$ cat src/rtl/mexp_pkg.sv
// shared constants for the modular exponentiation block
`default_nettype none

package mexp_pkg;

  localparam int WIDTH_DEF  = 64;
  localparam int FIELD_W    = 64;
  localparam int CFG_DATA_W = 64;
  localparam int CFG_IDX_W  = 1;

  localparam logic [CFG_IDX_W-1:0] REG_MODULUS  = 1'd0;
  localparam logic [CFG_IDX_W-1:0] REG_EXPONENT = 1'd1;

endpackage

`default_nettype wire

$ cat src/rtl/mexp_stream_if.sv
// valid/ready channels for base words and result words
`default_nettype none

interface mexp_in_if;
  logic                          valid;
  logic                          ready;
  logic [mexp_pkg::FIELD_W-1:0]  base;

  modport source (output valid, output base, input ready);
  modport sink (input valid, input base, output ready);
endinterface

interface mexp_out_if;
  logic                          valid;
  logic                          ready;
  logic [mexp_pkg::FIELD_W-1:0]  power;
  logic                          bad_modulus;

  modport source (output valid, output power, output bad_modulus, input ready);
  modport sink (input valid, input power, input bad_modulus, output ready);
endinterface

`default_nettype wire

$ cat src/rtl/modular_exponentiation.sv
// top level: right-to-left square-and-multiply modular exponentiation
// one base word at a time, worked by the two bit-serial multipliers with a doubling
// step and an add step per multiplier bit; a new base word is taken only once the
// previous result has been loaded into the output register, which waits while an
// earlier result word is stalled; a zero modulus skips the multipliers and gives a
// bad_modulus result with power 0; rst (synchronous) sets modulus 1, exponent 0
`default_nettype none

module modular_exponentiation #(
  parameter int WIDTH = mexp_pkg::WIDTH_DEF
) (
  input  logic                              clk,
  input  logic                              rst,
  input  logic                              cfg_we,
  input  logic [mexp_pkg::CFG_IDX_W-1:0]    cfg_index,
  input  logic [mexp_pkg::CFG_DATA_W-1:0]   cfg_data,
  mexp_in_if.sink                           din,
  mexp_out_if.source                        dout
);

  localparam int CW = $clog2(WIDTH);
  localparam int FW = mexp_pkg::FIELD_W;

  typedef enum logic [4:0] {
    S_IDLE  = 5'b00001,
    S_RED   = 5'b00010,
    S_START = 5'b00100,
    S_LOOP  = 5'b01000,
    S_DONE  = 5'b10000
  } state_t;

  state_t            state;
  logic [WIDTH-1:0]  modulus;
  logic [WIDTH-1:0]  exponent;
  logic [CW-1:0]     cnt;
  logic [WIDTH-1:0]  acc;
  logic [WIDTH-1:0]  sq;
  logic [WIDTH-1:0]  ebits;
  logic              bad;
  logic              out_valid;
  logic [WIDTH-1:0]  out_power;
  logic              out_bad;

  logic              accept;
  logic              load_out;
  logic [WIDTH-1:0]  one_mod;
  logic              start_a;
  logic              start_b;
  logic [WIDTH-1:0]  b_a;
  logic              done_a;
  logic              done_b;
  logic [WIDTH-1:0]  p_a;
  logic [WIDTH-1:0]  p_b;

  assign din.ready        = (state == S_IDLE);
  assign accept           = din.valid && din.ready;
  assign load_out         = (state == S_DONE) && (!out_valid || dout.ready);
  // 1 mod n, with a zero modulus giving 0 as well
  assign one_mod          = {{(WIDTH-1){1'b0}}, (modulus > WIDTH'(1))};
  assign start_a          = (accept && (modulus != '0)) || (state == S_START);
  assign start_b          = (state == S_START);
  // first pass through unit a reduces the base: (1 mod n) * x
  assign b_a              = (state == S_IDLE) ? din.base[WIDTH-1:0] : sq;

  assign dout.valid       = out_valid;
  assign dout.power       = FW'(out_power);
  assign dout.bad_modulus = out_bad;

  mexp_mul #(.W(WIDTH)) u_mul_a (
    .clk   (clk),
    .rst   (rst),
    .start (start_a),
    .a     (acc),
    .b     (b_a),
    .n     (modulus),
    .done  (done_a),
    .p     (p_a)
  );

  mexp_mul #(.W(WIDTH)) u_mul_b (
    .clk   (clk),
    .rst   (rst),
    .start (start_b),
    .a     (sq),
    .b     (sq),
    .n     (modulus),
    .done  (done_b),
    .p     (p_b)
  );

  always_ff @(posedge clk) begin
    if (rst) begin
      state     <= S_IDLE;
      out_valid <= 1'b0;
      cnt       <= '0;
      modulus   <= WIDTH'(1);
      exponent  <= '0;
    end else begin
      if (cfg_we) begin
        unique case (cfg_index)
          mexp_pkg::REG_MODULUS:  modulus  <= cfg_data[WIDTH-1:0];
          mexp_pkg::REG_EXPONENT: exponent <= cfg_data[WIDTH-1:0];
          default: ;
        endcase
      end
      if (dout.valid && dout.ready && !load_out) begin
        out_valid <= 1'b0;
      end
      unique case (state)
        S_IDLE: begin
          if (accept) begin
            state <= (modulus == '0) ? S_DONE : S_RED;
          end
        end
        S_RED: begin
          if (done_a) begin
            state <= S_START;
            cnt   <= CW'(WIDTH - 1);
          end
        end
        S_START: begin
          state <= S_LOOP;
        end
        S_LOOP: begin
          if (done_b) begin
            if (cnt == '0) begin
              state <= S_DONE;
            end else begin
              cnt   <= cnt - 1'b1;
              state <= S_START;
            end
          end
        end
        S_DONE: begin
          if (load_out) begin
            out_valid <= 1'b1;
            state     <= S_IDLE;
          end
        end
        default: state <= S_IDLE;
      endcase
    end
  end

  always_ff @(posedge clk) begin
    if (accept) begin
      acc <= one_mod;
      bad <= (modulus == '0);
    end
    if ((state == S_RED) && done_a) begin
      sq    <= p_a;
      ebits <= exponent;
    end
    // both units finish together; multiply result kept only for a one bit
    if ((state == S_LOOP) && done_b) begin
      if (ebits[0]) begin
        acc <= p_a;
      end
      sq    <= p_b;
      ebits <= {1'b0, ebits[WIDTH-1:1]};
    end
    if (load_out) begin
      out_power <= acc;
      out_bad   <= bad;
    end
  end

endmodule

`default_nettype wire

$ cat src/rtl/mexp_mul.sv
// bit-serial modular multiplier, shift-and-add over the multiplier bits msb first
`default_nettype none

module mexp_mul #(
  parameter int W = mexp_pkg::WIDTH_DEF
) (
  input  logic         clk,
  input  logic         rst,
  input  logic         start,
  input  logic [W-1:0] a,
  input  logic [W-1:0] b,
  input  logic [W-1:0] n,
  output logic         done,
  output logic [W-1:0] p
);

  localparam int CW = $clog2(W);

  logic          busy;
  logic          phase;
  logic [CW-1:0] cnt;
  logic [W-1:0]  acc;
  logic [W-1:0]  bsh;
  logic [W-1:0]  addend;
  logic [W-1:0]  sum;

  // (x + y) mod m for x, y below m
  function automatic logic [W-1:0] add_mod(input logic [W-1:0] x, input logic [W-1:0] y,
                                           input logic [W-1:0] m);
    logic [W-1:0] room;
    room = m - y;
    return (x >= room) ? (x - room) : (x + y);
  endfunction

  // phase 0 doubles the accumulator, phase 1 adds a when the bit is set
  assign addend = phase ? a : acc;
  assign sum    = add_mod(acc, addend, n);
  assign p      = acc;

  always_ff @(posedge clk) begin
    if (rst) begin
      busy  <= 1'b0;
      phase <= 1'b0;
      done  <= 1'b0;
      cnt   <= '0;
    end else begin
      done <= 1'b0;
      if (start && !busy) begin
        busy  <= 1'b1;
        phase <= 1'b0;
        cnt   <= CW'(W - 1);
      end else if (busy) begin
        phase <= !phase;
        if (phase) begin
          if (cnt == '0) begin
            busy <= 1'b0;
            done <= 1'b1;
          end else begin
            cnt <= cnt - 1'b1;
          end
        end
      end
    end
  end

  always_ff @(posedge clk) begin
    if (start && !busy) begin
      acc <= '0;
      bsh <= b;
    end else if (busy) begin
      if (!phase) begin
        acc <= sum;
      end else begin
        if (bsh[W-1]) begin
          acc <= sum;
        end
        bsh <= {bsh[W-2:0], 1'b0};
      end
    end
  end

endmodule

`default_nettype wire

$ cat src/flat_wrapper.sv
// flat-port wrapper written by rule: the top's interface ports become plain ports
module modular_exponentiation_flat 
#(
  parameter int WIDTH = mexp_pkg::WIDTH_DEF
)
  (clk, rst, cfg_we, cfg_index, cfg_data, din_valid, din_base, din_ready, dout_valid, dout_power, dout_bad_modulus, dout_ready);
  mexp_in_if din_i ();
  mexp_out_if dout_i ();
  input  logic clk;
  input  logic rst;
  input  logic cfg_we;
  input  logic [mexp_pkg::CFG_IDX_W-1:0] cfg_index;
  input  logic [mexp_pkg::CFG_DATA_W-1:0] cfg_data;
  input wire logic [$bits(din_i.valid)-1:0] din_valid;
  input wire logic [$bits(din_i.base)-1:0] din_base;
  output wire logic [$bits(din_i.ready)-1:0] din_ready;
  output wire logic [$bits(dout_i.valid)-1:0] dout_valid;
  output wire logic [$bits(dout_i.power)-1:0] dout_power;
  output wire logic [$bits(dout_i.bad_modulus)-1:0] dout_bad_modulus;
  input wire logic [$bits(dout_i.ready)-1:0] dout_ready;
  assign din_i.valid = din_valid;
  assign din_i.base = din_base;
  assign din_ready = din_i.ready;
  assign dout_valid = dout_i.valid;
  assign dout_power = dout_i.power;
  assign dout_bad_modulus = dout_i.bad_modulus;
  assign dout_i.ready = dout_ready;
  modular_exponentiation #(.WIDTH(WIDTH)) u_core (.clk(clk), .rst(rst), .cfg_we(cfg_we), .cfg_index(cfg_index), .cfg_data(cfg_data), .din(din_i), .dout(dout_i));
endmodule
$ cat config.mk
export PLATFORM = sky130hd
export DESIGN_NAME = modular_exponentiation_flat
export DESIGN_NICKNAME = d
export VERILOG_FILES = /design/src/rtl/mexp_pkg.sv /design/src/rtl/mexp_stream_if.sv /design/src/rtl/modular_exponentiation.sv /design/src/rtl/mexp_mul.sv /design/src/flat_wrapper.sv
export SDC_FILE = /design/constraint.sdc
export NUM_CORES = 2
export LEC_CHECK = 0
export BUFFER_PORTS_ARGS = -buffer_cell sky130_fd_sc_hd__buf_2
export CAP_MARGIN = 20
export CORE_AREA = 5 5 414 416
export DETAILED_ROUTE_END_ITERATION = 10
export DIE_AREA = 0 0 419 421
export GPL_TIMING_DRIVEN = 0
export PLACE_DENSITY_LB_ADDON = 0.25
export RECOVER_POWER = 100
export SYNTH_ARGS = -nofsm -noshare
export SYNTH_HDL_FRONTEND = slang
export SYNTH_SLANG_ARGS = --single-unit
$ cat constraint.sdc
create_clock -name clk -period 16.25 [get_ports clk]
set_input_delay 4.875 -clock clk [delete_from_list [all_inputs] [get_ports clk]]
set_output_delay 4.875 -clock clk [all_outputs]
set_load 0.02 [all_outputs]
==> results.md <==
* Final Wtd Congestion at ~0.98
* Max Clock Freq at ~0.095 GHz
* Ratio of total power to cell area at 225 nW/um2
* Final design area excluding fillers at between 50000 and 60000 um2
* Synthesized netlist cell count at just over 6000
* Cells after DPL at about 8500
* Cell Area, Placed at between 50000 and 60000 um2
* Kind of critical path: reg -> reg
* Via density per instance at 5.35
* Category of the worst setup path launch point: flop
* Clock transition at path regs at ~70 ps
* Most common library cell in the layout ignoring fill and taps: sky130_fd_sc_hd__nand2_1
* Post-synthesis area per instance at between 8 and 9 um2
* Die Area at roughly 180000 um2
* Core area at 167000 um2
* HPWL after detailed placement at roughly 170000 um
* Number of synthesized flops with an enable pin at ~320
* Vias in the first global route at approximately 45000
* Post-Syn Area at around 50000 um2
* Initial antenna violation count at 18
* Predominant post-synthesis flop cell: sky130_fd_sc_hd__dfxtp_1
* Post_cts resized at 0
* Endpoint class of the critical path: flop
* GRT Util Overall at 0.219
* Sum of routed wire length over all layers at 201000 um
* Standard-cell row count at 150
* Worst skew pair latency at roughly 700 ps
* Post-CTS Repair Setup Buffers at 0
* Static Leak at ~23 nW
* Via count at roughly 46000
* Fin cells at ~8700
* GR Overflow Total at 0
* # nets final at 6918
* Drt first-iter violations at 4149
* Maximum number of pins on one net before global-route repair at 56
* Clock root buffer: sky130_fd_sc_hd__clkbuf_16
* Quantity of I/O buffers inserted on ports at 199
* Level count of the clock H-tree at 3
* Clock tree from TritonCTS: done
* TritonCTS Sinks at around 670
* Max-cap violations at 6
* Result of the run: finished with violations
* Time the final worst path needs with I/O delays and setup at approximately 11000 ps
* Post-synth net total at roughly 6600
* I/O pins at around 200
* CP required at around 17000 ps
* Post-layout utilization of the core at 0.337
* Share of the cycle needed by the critical path after routing at 0.651
* Total of warnings raised by yosys at 0
* Total negative slack at 0 ps
* Number of different library cells in the post-synthesis netlist at 77
* Share of post-route cells with drive strength above 1 at 0.0630
* Clock buffer depth at 3
* Layout-stage area growth over the synthesis result at 13.1%
* Wirelength per Cell at 23.2 um
* Peak VDD IR at ~0.10 mV
* Number of detailed-routing iterations run before antenna repair at 6
* Slowest cell on crit path: sky130_fd_sc_hd__o21ai_0
* Seq/Total Area, Yosys at 0.335
* Worst max-slew margin expressed relative to the limit at -1.38
* Min-delay worst type: reg -> reg
* Number of buffers inserted for hold repair after clock tree synthesis at 0
* Maximum single-stage delay on the critical path at around 970 ps
* Register bit count reported by yosys at 672
* Failing checks: max-capacitance violations, max-slew violations
* Total clock buffers created by CTS at roughly 80
* CP arrival at 11130 ps
* Die boundary width at 419 um
* Crit path max fanout at 10
* Setup violations, final at 0
* Number of design rule violations left after detail routing at 0
* Largest clock skew in the final design at ~40 ps
* Worst Tran Pin Value at 3570 ps
* Most repeated library cell on the critical path: sky130_fd_sc_hd__a21oi_1
* Setup repair after global routing missed its margin: no
* Top library cells by usage in the layout, fill and taps aside: sky130_fd_sc_hd__nand2_1 (1086), sky130_fd_sc_hd__a21oi_1 (666), sky130_fd_sc_hd__clkbuf_1 (426)
* Wire length of the first global-routing pass at just under 300000 um
* Number of slew-limit violations in the final report at 282
* Fraction of synthesis flops using an asynchronous set or reset pin at 0
* Number of hold-slack violations in the final timing report at 0
* Floorplan die height at 421 um
* Starting density of the core at 0.298
* Number of nets with antenna violations after routing at 0
logic make-up after synthesis:
family / Yosys count / share of synthesized area
and+or+nand+nor: 1974 / 0.171
AOI/OAI and AO/OA: 1848 / 0.229
DFF: 672 / 0.335
buffers and inverters: 573 / 0.0433
adders and majority gates: 392 / 0.0996
xor gates and xnor gates: 376 / 0.0662
muxes: 259 / 0.0553
cells in the mapped netlist, types with 11 or more instances:
library cell	count	area share
sky130_fd_sc_hd__nand2_1	1086	0.082
sky130_fd_sc_hd__a21oi_1	666	0.067
sky130_fd_sc_hd__nor2_1	403	0.030
sky130_fd_sc_hd__ha_1	386	0.097
sky130_fd_sc_hd__o21ai_0	361	0.036
sky130_fd_sc_hd__dfxtp_1	351	0.14
sky130_fd_sc_hd__edfxtp_1	321	0.19
sky130_fd_sc_hd__clkbuf_1	316	0.024
sky130_fd_sc_hd__a21o_1	245	0.037
sky130_fd_sc_hd__inv_1	243	0.018
sky130_fd_sc_hd__xnor2_1	213	0.038
sky130_fd_sc_hd__xor2_1	163	0.029
sky130_fd_sc_hd__mux2i_1	132	0.027
sky130_fd_sc_hd__a31oi_1	128	0.016
sky130_fd_sc_hd__mux2_2	127	0.029
sky130_fd_sc_hd__nand4_1	103	0.013
sky130_fd_sc_hd__o21bai_1	78	0.012
sky130_fd_sc_hd__a211oi_1	73	0.011
sky130_fd_sc_hd__nand3_1	72	0.0072
sky130_fd_sc_hd__nor3_1	70	0.0070
sky130_fd_sc_hd__nand2b_1	45	0.0057
sky130_fd_sc_hd__o21a_1	45	0.0068
sky130_fd_sc_hd__nor2b_1	39	0.0049
sky130_fd_sc_hd__o211ai_1	38	0.0057
sky130_fd_sc_hd__and3_1	30	0.0038
sky130_fd_sc_hd__nor4_1	29	0.0036
sky130_fd_sc_hd__a21boi_0	27	0.0041
sky130_fd_sc_hd__and2_1	25	0.0031
sky130_fd_sc_hd__or3_1	21	0.0026
sky130_fd_sc_hd__a221oi_1	18	0.0032
sky130_fd_sc_hd__or2_2	17	0.0021
sky130_fd_sc_hd__o221ai_1	16	0.0028
sky130_fd_sc_hd__o31ai_1	15	0.0023
sky130_fd_sc_hd__a221o_1	13	0.0026
sky130_fd_sc_hd__buf_1	13	0.00098
sky130_fd_sc_hd__o22ai_1	12	0.0015
sky130_fd_sc_hd__and4_1	11	0.0019
worst max-delay path: cells and delay by family (launching register included):
kind | cells | cell delay (ps)
adders and majority gates | 3 | 980
and+or+nand+nor | 7 | 1430
AOI/OAI and AO/OA | 17 | 4360
xor gates and xnor gates | 1 | 90
buffers and inverters | 7 | 3210
DFF | 1 | 310
path summary, 6_finish.rpt:
path                                startpoint                                end  slack, ps  cells past startpoint
max          u_core.u_mul_a.phase$_SDFFE_PP0P_  u_core.u_mul_a.p[43]$_SDFFE_PP0P_       5670                     35
max reg2reg  u_core.u_mul_a.phase$_SDFFE_PP0P_  u_core.u_mul_a.p[43]$_SDFFE_PP0P_       5670                     35
min           u_core.exponent[39]$_SDFFE_PP0P_   u_core.exponent[39]$_SDFFE_PP0P_        450                      2
min reg2reg   u_core.exponent[39]$_SDFFE_PP0P_   u_core.exponent[39]$_SDFFE_PP0P_        450                      2
area by class of cell:
cell class | instances | area [um2]
Antenna cell | 5 | 12.5
Buffer | 330 | 1240
Clock buffer | 113 | 2320
Clock inverter | 33 | 362
Fill cell | 17600 | 111000
Inverter | 243 | 912
Multi-Input combinational cell | 4849 | 30900
Sequential cell | 672 | 16700
Tap cell | 2204 | 2760
Timing Repair Buffer | 218 | 1040
where the power goes:
part	internal (mW)	switching [mW]
clock network	1.09	0.785
logic	3.00	5.35
registers	2.00	0.442
layer usage:
layer | wire length [um] | GRT usage | share of wire | up-vias
met5 | 84 | 0 | 0.00042 | -
met2 | 87800 | 0.345 | 0.44 | 1508
li1 | - | - | - | 22500
met1 | 90700 | 0.298 | 0.45 | 22000
met4 | 10600 | 0.104 | 0.053 | 16
met3 | 11800 | 0.0265 | 0.059 | 348
through the flow:
step	total power, mW	hold WS (ps)	setup slack, ps
detailed placement	10.6	445	5840
global route	13.6	466	5240
finish	12.7	451	5670
CTS	12.5	454	5770
floorplan	8.23	400	7850
global placement	10.6	438	4980
state kept, by name, indices dropped and copies added, names as in the netlist, 64 cells and up:
signal / flops
u_core.acc: 64
u_core.dout.power: 64
u_core.ebits: 64
u_core.exponent: 64
u_core.modulus: 64
u_core.sq: 64
u_core.u_mul_a.bsh: 64
u_core.u_mul_a.p: 64
u_core.u_mul_b.bsh: 64
u_core.u_mul_b.p: 64
No activity file was read; power rests on OpenSTA's default activity.
